### src/rtl/core/asc_pkg.sv
// Shared constants, types and codes of the affine substitution cipher.
package asc_pkg;

  // Alphabet storage.
  localparam int MAX_SYMBOLS = 64;
  localparam int ADDR_W      = $clog2(MAX_SYMBOLS);
  localparam int N_W         = $clog2(MAX_SYMBOLS + 1);

  // Fixed field widths.
  localparam int SYM_W     = 8;
  localparam int CMD_W     = 2;
  localparam int IDX_W     = 6;
  localparam int KEY_W     = 8;
  localparam int SIZE_W    = 7;
  localparam int CFG_W     = 8;
  localparam int CFG_IDX_W = 2;

  // Commands carried by an input item.
  localparam logic [CMD_W-1:0] CMD_LOAD    = 2'd0;
  localparam logic [CMD_W-1:0] CMD_ENCRYPT = 2'd1;
  localparam logic [CMD_W-1:0] CMD_DECRYPT = 2'd2;

  // Configuration register indexes.
  localparam logic [CFG_IDX_W-1:0] REG_KEY_MUL    = 2'd0;
  localparam logic [CFG_IDX_W-1:0] REG_KEY_SHIFT  = 2'd1;
  localparam logic [CFG_IDX_W-1:0] REG_ALPHA_SIZE = 2'd2;

  // Register reset values.
  localparam logic [KEY_W-1:0]  KEY_MUL_RST    = 8'd1;
  localparam logic [KEY_W-1:0]  KEY_SHIFT_RST  = 8'd0;
  localparam logic [SIZE_W-1:0] ALPHA_SIZE_RST = 7'd26;

  // A residue modulo the alphabet size, and the size itself.
  typedef logic [ADDR_W-1:0] res_t;
  typedef logic [N_W-1:0]    size_t;

  // One request to the shared modular adder: x + y + cin, reduced once.
  typedef struct packed {
    res_t  x;
    size_t y;
    logic  cin;
  } asc_op_t;

endpackage

### src/rtl/core/asc_if.sv
// Valid/ready channel interfaces for input items and result items.
interface asc_in_if
  import asc_pkg::*;
  ();
  logic             valid;
  logic             ready;
  logic [CMD_W-1:0] command;
  logic [IDX_W-1:0] entry_index;
  logic [SYM_W-1:0] symbol_in;

  modport source (output valid, output command, output entry_index, output symbol_in,
                  input ready);
  modport sink   (input valid, input command, input entry_index, input symbol_in,
                  output ready);
endinterface

interface asc_out_if
  import asc_pkg::*;
  ();
  logic             valid;
  logic             ready;
  logic [SYM_W-1:0] symbol_out;
  logic             found;
  logic             key_invalid;

  modport source (output valid, output symbol_out, output found, output key_invalid,
                  input ready);
  modport sink   (input valid, input symbol_out, input found, input key_invalid,
                  output ready);
endinterface

### src/rtl/core/asc_ram.sv
// Generic single-write, single-read RAM with registered read data.
module asc_ram #(
  parameter int WIDTH = 8,
  parameter int DEPTH = 64
) (
  input  logic                     clk,
  input  logic                     we,
  input  logic [$clog2(DEPTH)-1:0] waddr,
  input  logic [WIDTH-1:0]         wdata,
  input  logic                     re,
  input  logic [$clog2(DEPTH)-1:0] raddr,
  output logic [WIDTH-1:0]         rdata
);

  logic [WIDTH-1:0] mem [DEPTH];

  // Write port.
  always_ff @(posedge clk) begin
    if (we) begin
      mem[waddr] <= wdata;
    end
  end

  // Read port; data holds while no read is enabled.
  always_ff @(posedge clk) begin
    if (re) begin
      rdata <= mem[raddr];
    end
  end

endmodule

### src/rtl/core/asc_modadd.sv
// Shared modular adder: (x + y + cin) mod n for a sum below 2n.
module asc_modadd
  import asc_pkg::*;
(
  input  asc_op_t op,
  input  size_t   modulus,
  output res_t    result
);

  logic [N_W:0] sum;
  logic [N_W:0] diff;

  // One add, one compare and one conditional subtract.
  always_comb begin
    sum  = (N_W+1)'(op.x) + (N_W+1)'(op.y) + (N_W+1)'(op.cin);
    diff = sum - (N_W+1)'(modulus);
    if (sum >= (N_W+1)'(modulus)) begin
      result = diff[ADDR_W-1:0];
    end else begin
      result = sum[ADDR_W-1:0];
    end
  end

endmodule

### src/rtl/core/affine_substitution_cipher.sv
// Flow: a load item ends when it is accepted; encrypt or decrypt goes to S_OUT at size 0, else
// through S_REDA, S_REDB, S_SEARCH, S_TGT (decrypt hit), S_SCAN, S_ENC (encrypt), S_READ, S_OUT.
// Throughput: one item at a time; in_ch.ready is low until the result enters the output register.
// The time per item is set by the one-entry-per-cycle alphabet search over the RAM read port and by
// the key scan, which steps the shared modular adder once per residue.
// Reset (synchronous, rst_n low): keys return to 1 and 0, size to 26; the alphabet is not cleared.
module affine_substitution_cipher
  import asc_pkg::*;
(
  input  logic                 clk,
  input  logic                 rst_n,
  input  logic                 cfg_we,
  input  logic [CFG_IDX_W-1:0] cfg_index,
  input  logic [CFG_W-1:0]     cfg_wdata,
  asc_in_if.sink               in_ch,
  asc_out_if.source            out_ch
);

  localparam int CNT_W = $clog2(KEY_W);

  typedef enum logic [8:0] {
    S_IDLE   = 9'b000000001,
    S_REDA   = 9'b000000010,
    S_REDB   = 9'b000000100,
    S_SEARCH = 9'b000001000,
    S_TGT    = 9'b000010000,
    S_SCAN   = 9'b000100000,
    S_ENC    = 9'b001000000,
    S_READ   = 9'b010000000,
    S_OUT    = 9'b100000000
  } state_t;

  // Configuration registers.
  logic [KEY_W-1:0]  key_mul_r;
  logic [KEY_W-1:0]  key_shift_r;
  logic [SIZE_W-1:0] alpha_size_r;

  // Sequencer state.
  state_t            state_r, state_nxt;
  logic              is_dec_r, is_dec_nxt;
  logic [SYM_W-1:0]  sym_r, sym_nxt;
  size_t             n_r, n_nxt;
  logic [KEY_W-1:0]  a_r, a_nxt;
  logic [KEY_W-1:0]  sh_r, sh_nxt;
  logic [CNT_W-1:0]  cnt_r, cnt_nxt;
  res_t              ap_r, ap_nxt;
  res_t              bp_r, bp_nxt;
  size_t             i_r, i_nxt;
  logic              chk_v_r, chk_v_nxt;
  res_t              chk_idx_r, chk_idx_nxt;
  logic              found_r, found_nxt;
  res_t              pos_r, pos_nxt;
  res_t              t_r, t_nxt;
  res_t              k_r, k_nxt;
  res_t              q_r, q_nxt;
  logic              seen1_r, seen1_nxt;
  res_t              kres_r, kres_nxt;

  // Output register.
  logic              out_valid_r, out_valid_nxt;
  logic [SYM_W-1:0]  out_sym_r, out_sym_nxt;
  logic              out_found_r, out_found_nxt;
  logic              out_inv_r, out_inv_nxt;

  // Datapath signals.
  logic              in_fire;
  logic              is_cipher;
  size_t             n_eff;
  logic              ram_we;
  logic [ADDR_W-1:0] ram_waddr;
  logic              ram_re;
  logic [ADDR_W-1:0] ram_raddr;
  logic [SYM_W-1:0]  ram_rdata;
  asc_op_t           op;
  res_t              mod_out;
  logic              search_hit;
  logic              search_done;
  logic              key_ok;
  logic              out_load;

  // Alphabet storage.
  asc_ram #(
    .WIDTH (SYM_W),
    .DEPTH (MAX_SYMBOLS)
  ) u_alpha_ram (
    .clk   (clk),
    .we    (ram_we),
    .waddr (ram_waddr),
    .wdata (in_ch.symbol_in),
    .re    (ram_re),
    .raddr (ram_raddr),
    .rdata (ram_rdata)
  );

  // The one modular adder, shared by the reduction, target, scan and encrypt steps of the sequencer.
  asc_modadd u_modadd (
    .op      (op),
    .modulus (n_r),
    .result  (mod_out)
  );

  // Configuration writes.
  always_ff @(posedge clk) begin
    if (!rst_n) begin
      key_mul_r    <= KEY_MUL_RST;
      key_shift_r  <= KEY_SHIFT_RST;
      alpha_size_r <= ALPHA_SIZE_RST;
    end else if (cfg_we) begin
      case (cfg_index)
        REG_KEY_MUL:    key_mul_r    <= cfg_wdata;
        REG_KEY_SHIFT:  key_shift_r  <= cfg_wdata;
        REG_ALPHA_SIZE: alpha_size_r <= cfg_wdata[SIZE_W-1:0];
        default: ;
      endcase
    end
  end

  // Input handshake and alphabet loads.
  assign in_ch.ready = (state_r == S_IDLE);
  assign in_fire     = in_ch.valid && in_ch.ready;
  assign is_cipher   = (in_ch.command == CMD_ENCRYPT) || (in_ch.command == CMD_DECRYPT);
  assign ram_we      = in_fire && (in_ch.command == CMD_LOAD) &&
                       (int'(in_ch.entry_index) < MAX_SYMBOLS);
  assign ram_waddr   = ADDR_W'(in_ch.entry_index);
  assign n_eff       = (int'(alpha_size_r) > MAX_SYMBOLS) ? N_W'(MAX_SYMBOLS)
                                                          : N_W'(alpha_size_r);

  // Key validity: gcd(a, 0) = a; for n = 1 always valid; otherwise a has an inverse.
  always_comb begin
    if (n_r == '0) begin
      key_ok = (a_r == KEY_W'(1));
    end else begin
      key_ok = (n_r == N_W'(1)) || seen1_r;
    end
  end

  // Sequencer.
  always_comb begin
    state_nxt     = state_r;
    is_dec_nxt    = is_dec_r;
    sym_nxt       = sym_r;
    n_nxt         = n_r;
    a_nxt         = a_r;
    sh_nxt        = sh_r;
    cnt_nxt       = cnt_r;
    ap_nxt        = ap_r;
    bp_nxt        = bp_r;
    i_nxt         = i_r;
    chk_v_nxt     = chk_v_r;
    chk_idx_nxt   = chk_idx_r;
    found_nxt     = found_r;
    pos_nxt       = pos_r;
    t_nxt         = t_r;
    k_nxt         = k_r;
    q_nxt         = q_r;
    seen1_nxt     = seen1_r;
    kres_nxt      = kres_r;
    out_valid_nxt = out_valid_r && !out_ch.ready;
    out_sym_nxt   = out_sym_r;
    out_found_nxt = out_found_r;
    out_inv_nxt   = out_inv_r;
    op.x          = '0;
    op.y          = '0;
    op.cin        = 1'b0;
    ram_re        = 1'b0;
    ram_raddr     = i_r[ADDR_W-1:0];
    search_hit    = 1'b0;
    search_done   = 1'b0;
    out_load      = 1'b0;

    case (state_r)
      // Take an item; loads finish here.
      S_IDLE: begin
        if (in_fire && is_cipher) begin
          is_dec_nxt = (in_ch.command == CMD_DECRYPT);
          sym_nxt    = in_ch.symbol_in;
          n_nxt      = n_eff;
          a_nxt      = key_mul_r;
          sh_nxt     = key_mul_r;
          cnt_nxt    = '0;
          ap_nxt     = '0;
          found_nxt  = 1'b0;
          state_nxt  = (n_eff == '0) ? S_OUT : S_REDA;
        end
      end

      // Reduce a modulo n, one key bit per cycle, most significant first.
      S_REDA: begin
        op.x    = ap_r;
        op.y    = N_W'(ap_r);
        op.cin  = sh_r[KEY_W-1];
        ap_nxt  = mod_out;
        sh_nxt  = sh_r << 1;
        cnt_nxt = cnt_r + CNT_W'(1);
        if (cnt_r == CNT_W'(KEY_W - 1)) begin
          sh_nxt    = key_shift_r;
          bp_nxt    = '0;
          state_nxt = S_REDB;
        end
      end

      // Reduce b modulo n the same way.
      S_REDB: begin
        op.x    = bp_r;
        op.y    = N_W'(bp_r);
        op.cin  = sh_r[KEY_W-1];
        bp_nxt  = mod_out;
        sh_nxt  = sh_r << 1;
        cnt_nxt = cnt_r + CNT_W'(1);
        if (cnt_r == CNT_W'(KEY_W - 1)) begin
          i_nxt     = '0;
          chk_v_nxt = 1'b0;
          state_nxt = S_SEARCH;
        end
      end

      // Read one entry per cycle and compare the entry from the previous read.
      S_SEARCH: begin
        ram_re      = 1'b1;
        ram_raddr   = i_r[ADDR_W-1:0];
        i_nxt       = i_r + N_W'(1);
        chk_v_nxt   = 1'b1;
        chk_idx_nxt = i_r[ADDR_W-1:0];
        if (chk_v_r) begin
          if (ram_rdata == sym_r) begin
            search_hit  = 1'b1;
            search_done = 1'b1;
          end else if (N_W'(chk_idx_r) == n_r - N_W'(1)) begin
            search_done = 1'b1;
          end
        end
        if (search_hit) begin
          found_nxt = 1'b1;
          pos_nxt   = chk_idx_r;
        end
        if (search_done) begin
          chk_v_nxt = 1'b0;
          k_nxt     = '0;
          q_nxt     = '0;
          seen1_nxt = 1'b0;
          state_nxt = (is_dec_r && search_hit) ? S_TGT : S_SCAN;
        end
      end

      // Decrypt target: (pos - b) mod n.
      S_TGT: begin
        op.x      = pos_r;
        op.y      = n_r - N_W'(bp_r);
        t_nxt     = mod_out;
        state_nxt = S_SCAN;
      end

      // Walk q = a*k mod n over all k: spots the inverse and the wanted index.
      S_SCAN: begin
        op.x  = q_r;
        op.y  = N_W'(ap_r);
        q_nxt = mod_out;
        k_nxt = k_r + ADDR_W'(1);
        if (q_r == res_t'(1)) begin
          seen1_nxt = 1'b1;
        end
        if (is_dec_r && (q_r == t_r)) begin
          kres_nxt = k_r;
        end
        if (!is_dec_r && (k_r == pos_r)) begin
          kres_nxt = q_r;
        end
        if (N_W'(k_r) == n_r - N_W'(1)) begin
          state_nxt = is_dec_r ? S_READ : S_ENC;
        end
      end

      // Encrypt index: a*pos + b mod n.
      S_ENC: begin
        op.x      = kres_r;
        op.y      = N_W'(bp_r);
        kres_nxt  = mod_out;
        state_nxt = S_READ;
      end

      // Fetch the answering entry.
      S_READ: begin
        ram_re    = 1'b1;
        ram_raddr = kres_r;
        state_nxt = S_OUT;
      end

      // Hand the item to the output register once it is free.
      S_OUT: begin
        if (!out_valid_r || out_ch.ready) begin
          out_load      = 1'b1;
          out_valid_nxt = 1'b1;
          out_sym_nxt   = (key_ok && found_r) ? ram_rdata : sym_r;
          out_found_nxt = found_r;
          out_inv_nxt   = !key_ok;
          state_nxt     = S_IDLE;
        end
      end

      default: begin
        state_nxt = S_IDLE;
      end
    endcase
  end

  // Control registers.
  always_ff @(posedge clk) begin
    if (!rst_n) begin
      state_r     <= S_IDLE;
      out_valid_r <= 1'b0;
      found_r     <= 1'b0;
      chk_v_r     <= 1'b0;
    end else begin
      state_r     <= state_nxt;
      out_valid_r <= out_valid_nxt;
      found_r     <= found_nxt;
      chk_v_r     <= chk_v_nxt;
    end
  end

  // Datapath registers.
  always_ff @(posedge clk) begin
    is_dec_r    <= is_dec_nxt;
    sym_r       <= sym_nxt;
    n_r         <= n_nxt;
    a_r         <= a_nxt;
    sh_r        <= sh_nxt;
    cnt_r       <= cnt_nxt;
    ap_r        <= ap_nxt;
    bp_r        <= bp_nxt;
    i_r         <= i_nxt;
    chk_idx_r   <= chk_idx_nxt;
    pos_r       <= pos_nxt;
    t_r         <= t_nxt;
    k_r         <= k_nxt;
    q_r         <= q_nxt;
    seen1_r     <= seen1_nxt;
    kres_r      <= kres_nxt;
    out_sym_r   <= out_sym_nxt;
    out_found_r <= out_found_nxt;
    out_inv_r   <= out_inv_nxt;
  end

  // Result channel.
  assign out_ch.valid       = out_valid_r;
  assign out_ch.symbol_out  = out_sym_r;
  assign out_ch.found       = out_found_r;
  assign out_ch.key_invalid = out_inv_r;

  // A found position always lies inside the alphabet in use.
  a_pos_in_range: assert property (@(posedge clk) disable iff (!rst_n)
    found_r |-> (N_W'(pos_r) < n_r))
    else $error("found position outside the alphabet");

  // The scan residue stays reduced.
  a_scan_reduced: assert property (@(posedge clk) disable iff (!rst_n)
    (state_r == S_SCAN) |-> (N_W'(q_r) < n_r))
    else $error("scan residue not reduced");

  // The answering entry read is inside the alphabet whenever it is used.
  a_answer_in_range: assert property (@(posedge clk) disable iff (!rst_n)
    ((state_r == S_READ) && found_r && key_ok) |-> (N_W'(kres_r) < n_r))
    else $error("answer index outside the alphabet");

  // A symbol not in the alphabet leaves unchanged.
  a_passthrough: assert property (@(posedge clk) disable iff (!rst_n)
    (out_load && !found_r) |-> (out_sym_nxt == sym_r))
    else $error("unfound symbol was altered");

endmodule

### src/flat_wrapper.sv
// flat-port wrapper written by rule: the top's interface ports become plain ports
module affine_substitution_cipher_flat import asc_pkg::*;
  (clk, rst_n, cfg_we, cfg_index, cfg_wdata, in_ch_valid, in_ch_command, in_ch_entry_index, in_ch_symbol_in, in_ch_ready, out_ch_valid, out_ch_symbol_out, out_ch_found, out_ch_key_invalid, out_ch_ready);
  asc_in_if in_ch_i ();
  asc_out_if out_ch_i ();
  input  logic clk;
  input  logic rst_n;
  input  logic cfg_we;
  input  logic [CFG_IDX_W-1:0] cfg_index;
  input  logic [CFG_W-1:0] cfg_wdata;
  input wire logic [$bits(in_ch_i.valid)-1:0] in_ch_valid;
  input wire logic [$bits(in_ch_i.command)-1:0] in_ch_command;
  input wire logic [$bits(in_ch_i.entry_index)-1:0] in_ch_entry_index;
  input wire logic [$bits(in_ch_i.symbol_in)-1:0] in_ch_symbol_in;
  output wire logic [$bits(in_ch_i.ready)-1:0] in_ch_ready;
  output wire logic [$bits(out_ch_i.valid)-1:0] out_ch_valid;
  output wire logic [$bits(out_ch_i.symbol_out)-1:0] out_ch_symbol_out;
  output wire logic [$bits(out_ch_i.found)-1:0] out_ch_found;
  output wire logic [$bits(out_ch_i.key_invalid)-1:0] out_ch_key_invalid;
  input wire logic [$bits(out_ch_i.ready)-1:0] out_ch_ready;
  assign in_ch_i.valid = in_ch_valid;
  assign in_ch_i.command = in_ch_command;
  assign in_ch_i.entry_index = in_ch_entry_index;
  assign in_ch_i.symbol_in = in_ch_symbol_in;
  assign in_ch_ready = in_ch_i.ready;
  assign out_ch_valid = out_ch_i.valid;
  assign out_ch_symbol_out = out_ch_i.symbol_out;
  assign out_ch_found = out_ch_i.found;
  assign out_ch_key_invalid = out_ch_i.key_invalid;
  assign out_ch_i.ready = out_ch_ready;
  affine_substitution_cipher u_core (.clk(clk), .rst_n(rst_n), .cfg_we(cfg_we), .cfg_index(cfg_index), .cfg_wdata(cfg_wdata), .in_ch(in_ch_i), .out_ch(out_ch_i));
endmodule
### config.mk
export PLATFORM = sky130hd
export DESIGN_NAME = affine_substitution_cipher_flat
export DESIGN_NICKNAME = d
export VERILOG_FILES = /design/src/rtl/core/asc_pkg.sv /design/src/rtl/core/asc_if.sv /design/src/rtl/core/asc_ram.sv /design/src/rtl/core/asc_modadd.sv /design/src/rtl/core/affine_substitution_cipher.sv /design/src/flat_wrapper.sv
export SDC_FILE = /design/constraint.sdc
export NUM_CORES = 1
export LEC_CHECK = 0
export ABC_AREA = 1
export BUFFER_PORTS_ARGS = -buffer_cell sky130_fd_sc_hd__buf_4
export CAP_MARGIN = 25
export CORE_UTILIZATION = 40
export CTS_CLUSTER_SIZE = 14
export DETAILED_ROUTE_END_ITERATION = 8
export HOLD_SLACK_MARGIN = 0.15
export SLEW_MARGIN = 20
export SYNTH_ARGS = -nofsm -noshare
export SYNTH_HDL_FRONTEND = slang
export SYNTH_SLANG_ARGS = --single-unit
### constraint.sdc
create_clock -name clk -period 12.5 [get_ports clk]
set_clock_uncertainty 0.15 [all_clocks]
set_input_delay 2.5 -clock clk [delete_from_list [all_inputs] [get_ports clk]]
set_output_delay 2.5 -clock clk [all_outputs]
set_load 0.01 [all_outputs]
# == Yosys cells after proc, flatten, opt, wreduce, memory -nomap -nowiden ==
# Memory sizes are Yosys's and may differ from the RTL's. A register that Yosys moved wholly into a read port is not among the register bits.
# Cells that the tools add are included.
# word_totals
elab_cells,168
ff_bits,136
mem_bits_rw,512
memories,1
output_inout_bits,12
# memory_table
name,depth,width,read_ports,rd_clocked_by_memory_dff,wr,line_no,text
u_core.u_alpha_ram.mem,64,8,1,1,1,asc_ram.sv:15,logic [WIDTH-1:0] mem [DEPTH];
# op_classes
mux,55
reduce_logical,45
n_eq_ne,31
addsub,8
order_cmp,2
# op_table
cell,count
9-bit case mux with 9 select lines,1
13-bit case mux with 5 select lines,1
9-bit two-way mux,7
6-bit case mux with 2 select lines,5
6-bit two-way mux,8
8-bit two-way mux,4
2-bit AND reduction,13
8-bit case mux with 3 select lines,1
1-bit two-way mux,20
6-bit by 7-bit equality test with 1-bit output,2
7-bit zero test,2
7-bit two-way mux,2
7-bit case mux with 2 select lines,1
2-bit nonzero test,7
6-bit equality test,2
2-bit by 1-bit inequality test with 1-bit output (second input constant),6
9-bit by 1-bit equality test with 1-bit output (second input constant),1
9-bit by 2-bit equality test with 1-bit output (second input constant),1
9-bit by 3-bit equality test with 1-bit output (second input constant),1
9-bit by 4-bit equality test with 1-bit output (second input constant),1
9-bit by 5-bit equality test with 1-bit output (second input constant),1
9-bit by 6-bit equality test with 1-bit output (second input constant),1
9-bit by 7-bit equality test with 1-bit output (second input constant),1
9-bit by 8-bit equality test with 1-bit output (second input constant),1
31 further kinds,51

# == Depth between registers and ports, before layout ==
# Gate-level depths: netlist (run 1).
# logic_depth
word_depth,8
ltp_mapped,25

# == Hierarchy ==
# From an unflattened synthesis (run 1), not the netlist that was laid out.
# unflattened
cells_unflattened,2684
hier_area_um2,28842.7
# by_module_without_submodules
mod,n_inst,area_per_inst_um2,cells_per_inst,seq_area_each_um2
asc_ram,1,21419.3,1805,15615.0
affine_substitution_cipher,1,6727.7,763,3703.6
asc_modadd,1,695.7,116,0.0

# == Worst setup path after synthesis (run 1) ==
# Ideal clock, no wire load.
# synth_path
path_kind,input to register
startpoint,input in_ch_command[0]
endpoint,register u_core.state_r[1]
arrival_time_ps,4659
n_path_buf,0
stages,9
slack_ps,7577
path_cell_list,inv_1 -> ha_1 -> inv_1 -> nor3_2 -> nor2_1 -> nor2_2 -> nand3_2 -> o21ai_1 -> nor2_1
# synth_via
elab_chain_cells,5
# synth_lines
element,line_no,text
from (decl),flat_wrapper.sv:12,input wire logic [$bits(in_ch_i.command)-1:0] in_ch_command;
2-bit by 1-bit equality test with 1-bit output / 2-bit equality test (equally long branches),affine_substitution_cipher.sv:121,assign is_cipher = (in_ch.command == CMD_ENCRYPT) || (in_ch.command == CMD_DECRYPT);
1-bit logical OR (*),affine_substitution_cipher.sv:121,
1-bit logical AND (*),affine_substitution_cipher.sv:174,if (in_fire && is_cipher) begin
2-bit inequality test (no line) (*),-,
6-bit AND reduction (no line) (*),-,
to (signal assigned),affine_substitution_cipher.sv:314,state_r <= state_nxt;
to (decl),affine_substitution_cipher.sv:39,"state_t state_r, state_nxt;"
# Every way passes the cells marked *; elsewhere a longest branch is shown, timed or not.
# A chain may end at the register's enable or synchronous reset.

# == Final worst setup path (run 1) ==
# layout_path
startpoint,register u_core.state_r[0]
endpoint,"register u_core.bp_r[5], data pin"
# layout_via
elab_chain_cells,7
# layout_lines
element,line_no,text
"9-bit by 7-bit equality test with 1-bit output, or another cell as far along",affine_substitution_cipher.sv:171,case (state_r)
13-bit case mux with 5 select lines / 2-bit OR reduction (equally long branches),-,
6-bit by 7-bit adder with 8-bit output / 1-bit two-way mux (equally long branches),"asc_modadd.sv:15, affine_substitution_cipher.sv:171",
8-bit by 1-bit adder with 8-bit output,asc_modadd.sv:15,sum = (N_W+1)'(op.x) + (N_W+1)'(op.y) + (N_W+1)'(op.cin);
8-bit by 7-bit greater-or-equal comparator with 1-bit output / 6-bit subtractor (equally long branches),"asc_modadd.sv:17, asc_modadd.sv:16",
6-bit two-way mux,asc_modadd.sv:17,if (sum >= (N_W+1)'(modulus)) begin
6-bit case mux with 2 select lines (*),affine_substitution_cipher.sv:171,
to (signal assigned),affine_substitution_cipher.sv:330,bp_r <= bp_nxt;
to (decl),affine_substitution_cipher.sv:47,"res_t bp_r, bp_nxt;"
# Marked as above.

==> results of run 1 <==
[cell families after synthesis]
kind of cell    Yosys count  synth area share
xor+xnor                 27           0.00874
mux                       3           0.00112
fa+ha+maj                30            0.0134
flops                   655             0.640
compound gates          119            0.0244
simple gates           1487             0.222
buf+inv                 699            0.0908
[final timing paths]
kind                                          from  cells past startpoint                           end  slack [ns]
hold reg to reg   u_core.key_mul_r[3]$_SDFFE_PN0P_                      0       u_core.a_r[3]$_DFFE_PP_        0.32
hold / removal    u_core.key_mul_r[3]$_SDFFE_PN0P_                      0       u_core.a_r[3]$_DFFE_PP_        0.32
setup / recovery    u_core.state_r[0]$_SDFFE_PN1P_                     20  u_core.bp_r[5]$_SDFFCE_PP0P_        6.64
setup reg to reg    u_core.state_r[0]$_SDFFE_PN1P_                     20  u_core.bp_r[5]$_SDFFCE_PP0P_        6.64
[critical path: stages, from the launching register on]
cell and delay [ns]:
dfxtp_1 0.36, nor2_4 0.17, nand3_4 0.14, nor2_1 0.64, inv_1 0.63, o22ai_1 0.27
a211oi_1 0.09, fa_1 0.44, fa_1 0.47, o21ai_0 0.31, xor2_1 0.24, inv_1 0.07
ha_1 0.31, o21ai_0 0.08, a21boi_0 0.11, o21a_1 0.18, nor2_1 0.38, nand2_1 0.25
nand2_1 0.14, nand2_1 0.11, nor2_1 0.11
[cells in the mapped netlist (all sizes together)]
master	instances	area (µm²)
edfxtp	620	18600
nand2	618	2350
nand3	581	2930
inv	569	2140
nor2	198	792
buf	94	473
nand3b	49	368
o21ai	44	220
clkbuf	35	131
dfxtp	35	701
ha	26	325
a21oi	25	129
xor2	17	149
o22ai	14	87.6
nor4	13	100
nor3	12	65.1
o211ai	8	60.1
xnor2	8	70.1
a221oi	7	61.3
nand4	7	43.8
a211oi	4	30.0
fa	4	80.1
nor3b	4	30.0
and2	3	18.8
mux2	3	33.8
a211o	2	17.5
a21boi	2	15.0
a31oi	2	12.5
o21a	2	15.0
o21bai	2	22.5
or2	2	12.5
xnor3	2	45.0
a2111o	1	11.3
a22o	1	8.76
a311o	1	10.0
a32o	1	10.0
a41oi	1	8.76
clkinv	1	3.75
o2111ai	1	8.76
o221ai	1	8.76
[placed cells by master, fill, tap and decap left out, types with 9 or more instances in the layout]
| cell | instances |
|---|---|
| nand3b_1 | 49 |
| xor2_1 | 17 |
| buf_4 | 60 |
| nand3_1 | 578 |
| dfxtp_1 | 35 |
| nand2_1 | 610 |
| edfxtp_1 | 620 |
| inv_1 | 565 |
| clkinv_2 | 10 |
| o21ai_0 | 39 |
| o22ai_1 | 14 |
| clkbuf_1 | 16 |
| nor4_1 | 9 |
| clkinv_1 | 17 |
| nor2_1 | 189 |
| clkbuf_16 | 73 |
| nor3_1 | 11 |
| a21oi_1 | 24 |
| ha_1 | 26 |
[layout make-up]
class | count | area, µm² | share of cell area
flip-flops and latches | 655 | 19300 | 0.576
inverters | 570 | 2140 | 0.0638
well taps | 969 | 1210 | 0.0362
repair buffers | 62 | 460 | 0.0137
multi-input cells | 1666 | 8230 | 0.245
clock inverters | 37 | 267 | 0.00795
clock buffers | 90 | 1890 | 0.0565
[power by group through the flow]
stage                     logic [W]  clock network (W)  registers (W)
after floorplan            0.000527                  0        0.00255
after global placement     0.000781                  0        0.00257
after detailed placement   0.000782                  0        0.00257
after CTS                  0.000784            0.00200        0.00252
after global routing       0.000873            0.00208        0.00253
final                      0.000788            0.00196        0.00252
[per-layer routing]
layer	part of all wire	up-vias	track usage
met1	0.43	9841	0.274
li1	-	10000	-
met4	0.031	0	0.0722
met2	0.48	696	0.341
met3	0.061	154	0.0302
met5	0	-	0
[flip-flops by register name, indices dropped and copies added (netlist names), 7 cells and up]
| register | flops |
|---|---|
| u_core.sh_r | 8 |
| u_core.key_mul_r | 8 |
| u_core.u_alpha_ram.mem | 512 |
| u_core.state_r | 9 |
| u_core.n_r | 7 |
| u_core.key_shift_r | 8 |
| u_core.u_alpha_ram.rdata | 8 |
| u_core.sym_r | 8 |
| u_core.a_r | 8 |
| u_core.alpha_size_r | 7 |
| u_core.out_ch.symbol_out | 8 |
[per-stage QoR]
| stage | util | cell area, µm² | power (W) |
|---|---|---|---|
| detailed placement | 0.421 | 31400 | 0.00335 |
| floorplan | - | 30200 | 0.00308 |
| finish | 0.449 | 33500 | 0.00527 |
| global placement | 0.420 | 31300 | 0.00335 |
| CTS | 0.449 | 33500 | 0.00531 |
| global route | 0.449 | 33500 | 0.00548 |
==> flow_summary_export.csv, run 1 <==
group,metric,value,unit
setup_path,required,12.77,ns
routing,drc,0,
timing,finalCritPeriodShare,0.469,
clock_tree,clock_path_buffers,3,
timing,fmax,0.171,GHz
setup_path,endpoint_kind,"flip-flop",
run,cap_violations,0,
status,status,"complete, no violations",
die,die_x,277,µm
yosys,seq_area_frac_synth,0.640,
timing,worstMarginPinSlew,1.13,ns
yosys,yosysWarnings,0,
timing,setup_viol,0,
cells_and_area,layout.cells.non_filler,4049,
clock_tree,cts_setup_buffers,0,
clock_tree,cts_inserted_buffers,71,
setup_path,startpoint_type,"flip-flop",
die,row_count,100,
placed_design,portBuffers,42,
power_and_ir_drop,p_comb_frac,0.149,
clock_tree,htree_levels,3,
power_and_ir_drop,power_leakage,13.9,nW
power_and_ir_drop,swShare,0.279,
grt,antenna_found_initial,0,
die,die_area,0.0766,mm²
routing,drt-total-wl,78500,µm
clock_tree,insertion_delay,0.62,ns
routing,first_pass_iters,6,
yosys,ys_ff_latch,655,
power_and_ir_drop,irDropWorstVdd,0.000114,V
setup_path,worstPathMaxFanout,22,
cells_and_area,diodes,0,
timing,slew_headroom,0.246,
timing,hold_slack,0.318,ns
clock_tree,cts_hold_buf,0,
power_and_ir_drop,pwr_density_cell,157,mW/mm²
grt,track_usage,0.205,
routing,drtIter0Drc,1955,
power_and_ir_drop,p_clk_frac,0.372,
yosys,synth_cell_types,54,
setup_path,critPathKind,"reg -> reg",
cells_and_area,layout-drive-gt1-share,0.0636,
timing,hold_viol,0,
clock_tree,cts_resized,0,
cells_and_area,syn_to_final_growth,11.0,%
grt,overflow,0,
grt,grt_pass1_vias,19800,
routing,num_vias,20700,
timing,fin_tns_setup,0,ns
routing,avgRoutedWirePerCell,19.4,µm
placed_design,globalplace.congestion,0.893,
power_and_ir_drop,p_int,0.00380,W
power_and_ir_drop,p_switching,0.00147,W
placed_design,placed_cells,3922,
die,core,0.0746,mm²
cells_and_area,fillers,7013,
placed_design,post-dp-hpwl,47300,µm
routing,vias_per_cell,5.11,
grt,grt_max_degree,146,
cells_and_area,final_net_count,3087,
timing,rsz0062_at_grt,"false",
timing,slew_viol_final,0,
yosys,syn_area,0.0302,mm²
setup_path,critPathArrivalTime,6.13,ns
yosys,syn_area_per_cell,10.0,µm²
timing,post-route-min-period,5.86,ns
grt,grt_pass1_wl,119000,µm
clock_tree,cts_tree,"built",
die,initial_core_util,0.405,
die,fp.dieH,277,µm
clock_tree,clock_sinks,655,
yosys,syn-num-nets,3081,
power_and_ir_drop,seqPwrFrac,0.479,
timing,worst_slack,6.64,ns
clock_tree,path_clk_slew,0.06,ns
placed_design,place_ws,6.75,ns
die,io_pins,43,
worst_hold_path,min_path_type,"reg -> reg",
routing,final_antenna_net_count,0,
clock_tree,cts-root-buf,"clkbuf_16",
yosys,netlist_instances,3020,
Power figures use the tool's default switching activity.
==> run 2: changes to the inputs <==
clock period = 5.8 ns   (was 12.5 ns; I/O delays follow)
==> run 2 against run 1 <==
Effect of this change: clock-buffer cell count rose by 2; core utilization grew 0.32 points; final area grew 0.72%; first-iteration DRC count is 11% lower; sequential power up 120%; routed wire length is 1.8% lower; combinational power rose by 120%; sequential share of layout area is 0.41 points lower; critical endpoint is now u_core.q_r[4]$_SDFFCE_PP0P_; highest routed layer unchanged.
==> flow_summary_export.csv, run 2 (same netlist as run 1, synthesis figures left out) <==
group,metric,value,unit
die,die_area,0.0766,mm²
timing,post-route-min-period,5.21,ns
power_and_ir_drop,irDropWorstVdd,0.000266,V
cells_and_area,top_register,"u_core.u_alpha_ram.mem",
setup_path,worstPathMaxFanout,7,
grt,overflow,0,
timing,slew_headroom,0.337,
cells_and_area,layout-drive-gt1-share,0.0692,
status,status,"complete, no violations",
timing,worstMarginPinSlew,0.991,ns
routing,final_antenna_net_count,0,
grt,use_met2,0.328,
clock_tree,cts_tree,"built",
cells_and_area,syn_to_final_growth,11.8,%
timing,slew_viol_final,0,
timing,rsz0062_at_grt,"false",
placed_design,placed_cells,3939,
run,cap_violations,0,
routing,avgRoutedWirePerCell,19.0,µm
cells_and_area,layout.cells.non_filler,4063,
setup_path,critPathArrivalTime,5.51,ns
clock_tree,path_clk_slew,0.06,ns
setup_path,required,6.10,ns
placed_design,post-dp-hpwl,47000,µm
clock_tree,cts_hold_buf,0,
routing,drt-total-wl,77100,µm
timing,fin_tns_setup,0,ns
placed_design,globalplace.congestion,0.906,
setup_path,critPathKind,"reg -> reg",
grt,grt_max_degree,103,
power_and_ir_drop,power_leakage,14.0,nW
setup_path,startpoint_type,"flip-flop",
routing,drc,0,
die,die_x,277,µm
worst_hold_path,holdPathStages,0,
clock_tree,cts_inserted_buffers,71,
grt,grt_pass1_vias,19800,
cells_and_area,final_net_count,3106,
setup_path,reg2reg_to,"u_core.q_r[4]$_SDFFCE_PP0P_",
die,io_pins,43,
cells_and_area,reg_top3,"u_core.u_alpha_ram.mem: 512 flops, u_core.state_r: 9 flops",
clock_tree,htree_levels,3,
clock_tree,insertion_delay,0.62,ns
routing,vias_per_cell,5.06,
routing,drtIter0Drc,1749,
grt,grtUsageMet3,0.0279,
worst_hold_path,hp-start,"u_core.key_mul_r[7]$_SDFFE_PN0P_",
placed_design,portBuffers,42,
clock_tree,clock_path_buffers,3,
worst_hold_path,worst_hold_path.endpoint,"u_core.a_r[7]$_DFFE_PP_",
clock_tree,cts_resized,0,
cells_and_area,largest_register_ffs,512,
setup_path,endpoint_kind,"flip-flop",
timing,finalCritPeriodShare,0.898,
timing,fmax,0.192,GHz
power_and_ir_drop,pwr_density_cell,341,mW/mm²
die,fp.dieH,277,µm
die,row_count,100,
routing,first_pass_iters,5,
worst_hold_path,min_path_type,"reg -> reg",
grt,grt_pass1_wl,119000,µm
die,initial_core_util,0.405,
cells_and_area,final_common_cell,"edfxtp_1",
grt,gr-max-usage-layer,"met2",
cells_and_area,final_cell_mix,"edfxtp_1, nand2_1, nand3_1",
timing,setup_viol,0,
grt,track_usage,0.203,
clock_tree,cts-root-buf,"clkbuf_16",
setup_path,reg2reg_slack,0.59,ns
clock_tree,clock_sinks,655,
setup_path,r2r_cells,23,
clock_tree,cts_setup_buffers,0,
setup_path,r2r_start,"u_core.n_r[0]$_DFFE_PP_",
routing,num_vias,20600,
cells_and_area,diodes,0,
grt,antenna_found_initial,0,
power_and_ir_drop,power,0.0115,W
grt,gr-usage-met1,0.278,
timing,hold_viol,0,
die,core,0.0746,mm²
## run 2: metal layers
metal | wire (µm) | share of wire
met1 | 33500 | 0.43
met2 | 36300 | 0.47
met3 | 4580 | 0.059
met4 | 2770 | 0.036
met5 | 0 | 0
## run 2: per-stage QoR
stage	hold WS, ns	cell area (µm²)	util	worst slack [ns]
finish	0.312	33800	0.453	0.592
global placement	0.292	31500	0.422	0.758
floorplan	0.275	30200	-	1.37
detailed placement	0.304	31500	0.422	0.647
CTS	0.318	33700	0.452	0.613
global route	0.329	33800	0.453	0.0755
## run 2: final cells by class
type                    instances  area (µm²)
fillers                      7059       40800
well taps                     969        1210
clock buffers                  92        1890
clock inverters                30         325
multi-input cells            1666        8230
inverters                     570        2140
repair buffers                 81         651
flip-flops and latches        655       19300
## run 2: worst max-delay path by stage
| stage | startpoint | endpoint | slack (ns) | cells after the start |
|---|---|---|---|---|
| 2_1_floorplan | u_core.state_r[4]$_SDFFE_PN0P_ | u_core.ap_r[0]$_SDFFCE_PP0P_ | 1.37 | 21 |
| 3_3_place_gp | u_core.n_r[0]$_DFFE_PP_ | u_core.ap_r[2]$_SDFFCE_PP0P_ | 0.76 | 24 |
| 3_5_place_dp | u_core.n_r[0]$_DFFE_PP_ | u_core.ap_r[2]$_SDFFCE_PP0P_ | 0.65 | 24 |
| 4_1_cts | u_core.n_r[0]$_DFFE_PP_ | u_core.q_r[4]$_SDFFCE_PP0P_ | 0.61 | 24 |
| 5_1_grt | u_core.n_r[0]$_DFFE_PP_ | u_core.q_r[5]$_SDFFCE_PP0P_ | 0.08 | 24 |
| 6_report | u_core.n_r[0]$_DFFE_PP_ | u_core.q_r[4]$_SDFFCE_PP0P_ | 0.59 | 23 |
## run 2: worst max-delay path, cell delays in order, from the launching register on
cell and delay, ns:
edfxtp_1 0.49, inv_1 0.17, ha_1 0.19, inv_1 0.06, fa_1 0.43, nor2_1 0.14
nor3b_1 0.06, a221oi_1 0.22, nand2_1 0.09, ha_1 0.35, nand2_1 0.06, o21ai_0 0.30
a21oi_1 0.12, o21ai_0 0.31, xor2_1 0.23, inv_1 0.07, ha_1 0.30, a21boi_0 0.13
o21a_1 0.18, nor2_1 0.37, nand2_1 0.24, nand2_1 0.13, nand2_1 0.13, nor2_1 0.12
## run 2: report_power, final
| part | switching (W) | internal (W) | total [W] |
|---|---|---|---|
| Sequential | 0.0000993 | 0.00534 | 0.00544 |
| Clock | 0.00187 | 0.00246 | 0.00433 |
| Combinational | 0.00124 | 0.000498 | 0.00173 |
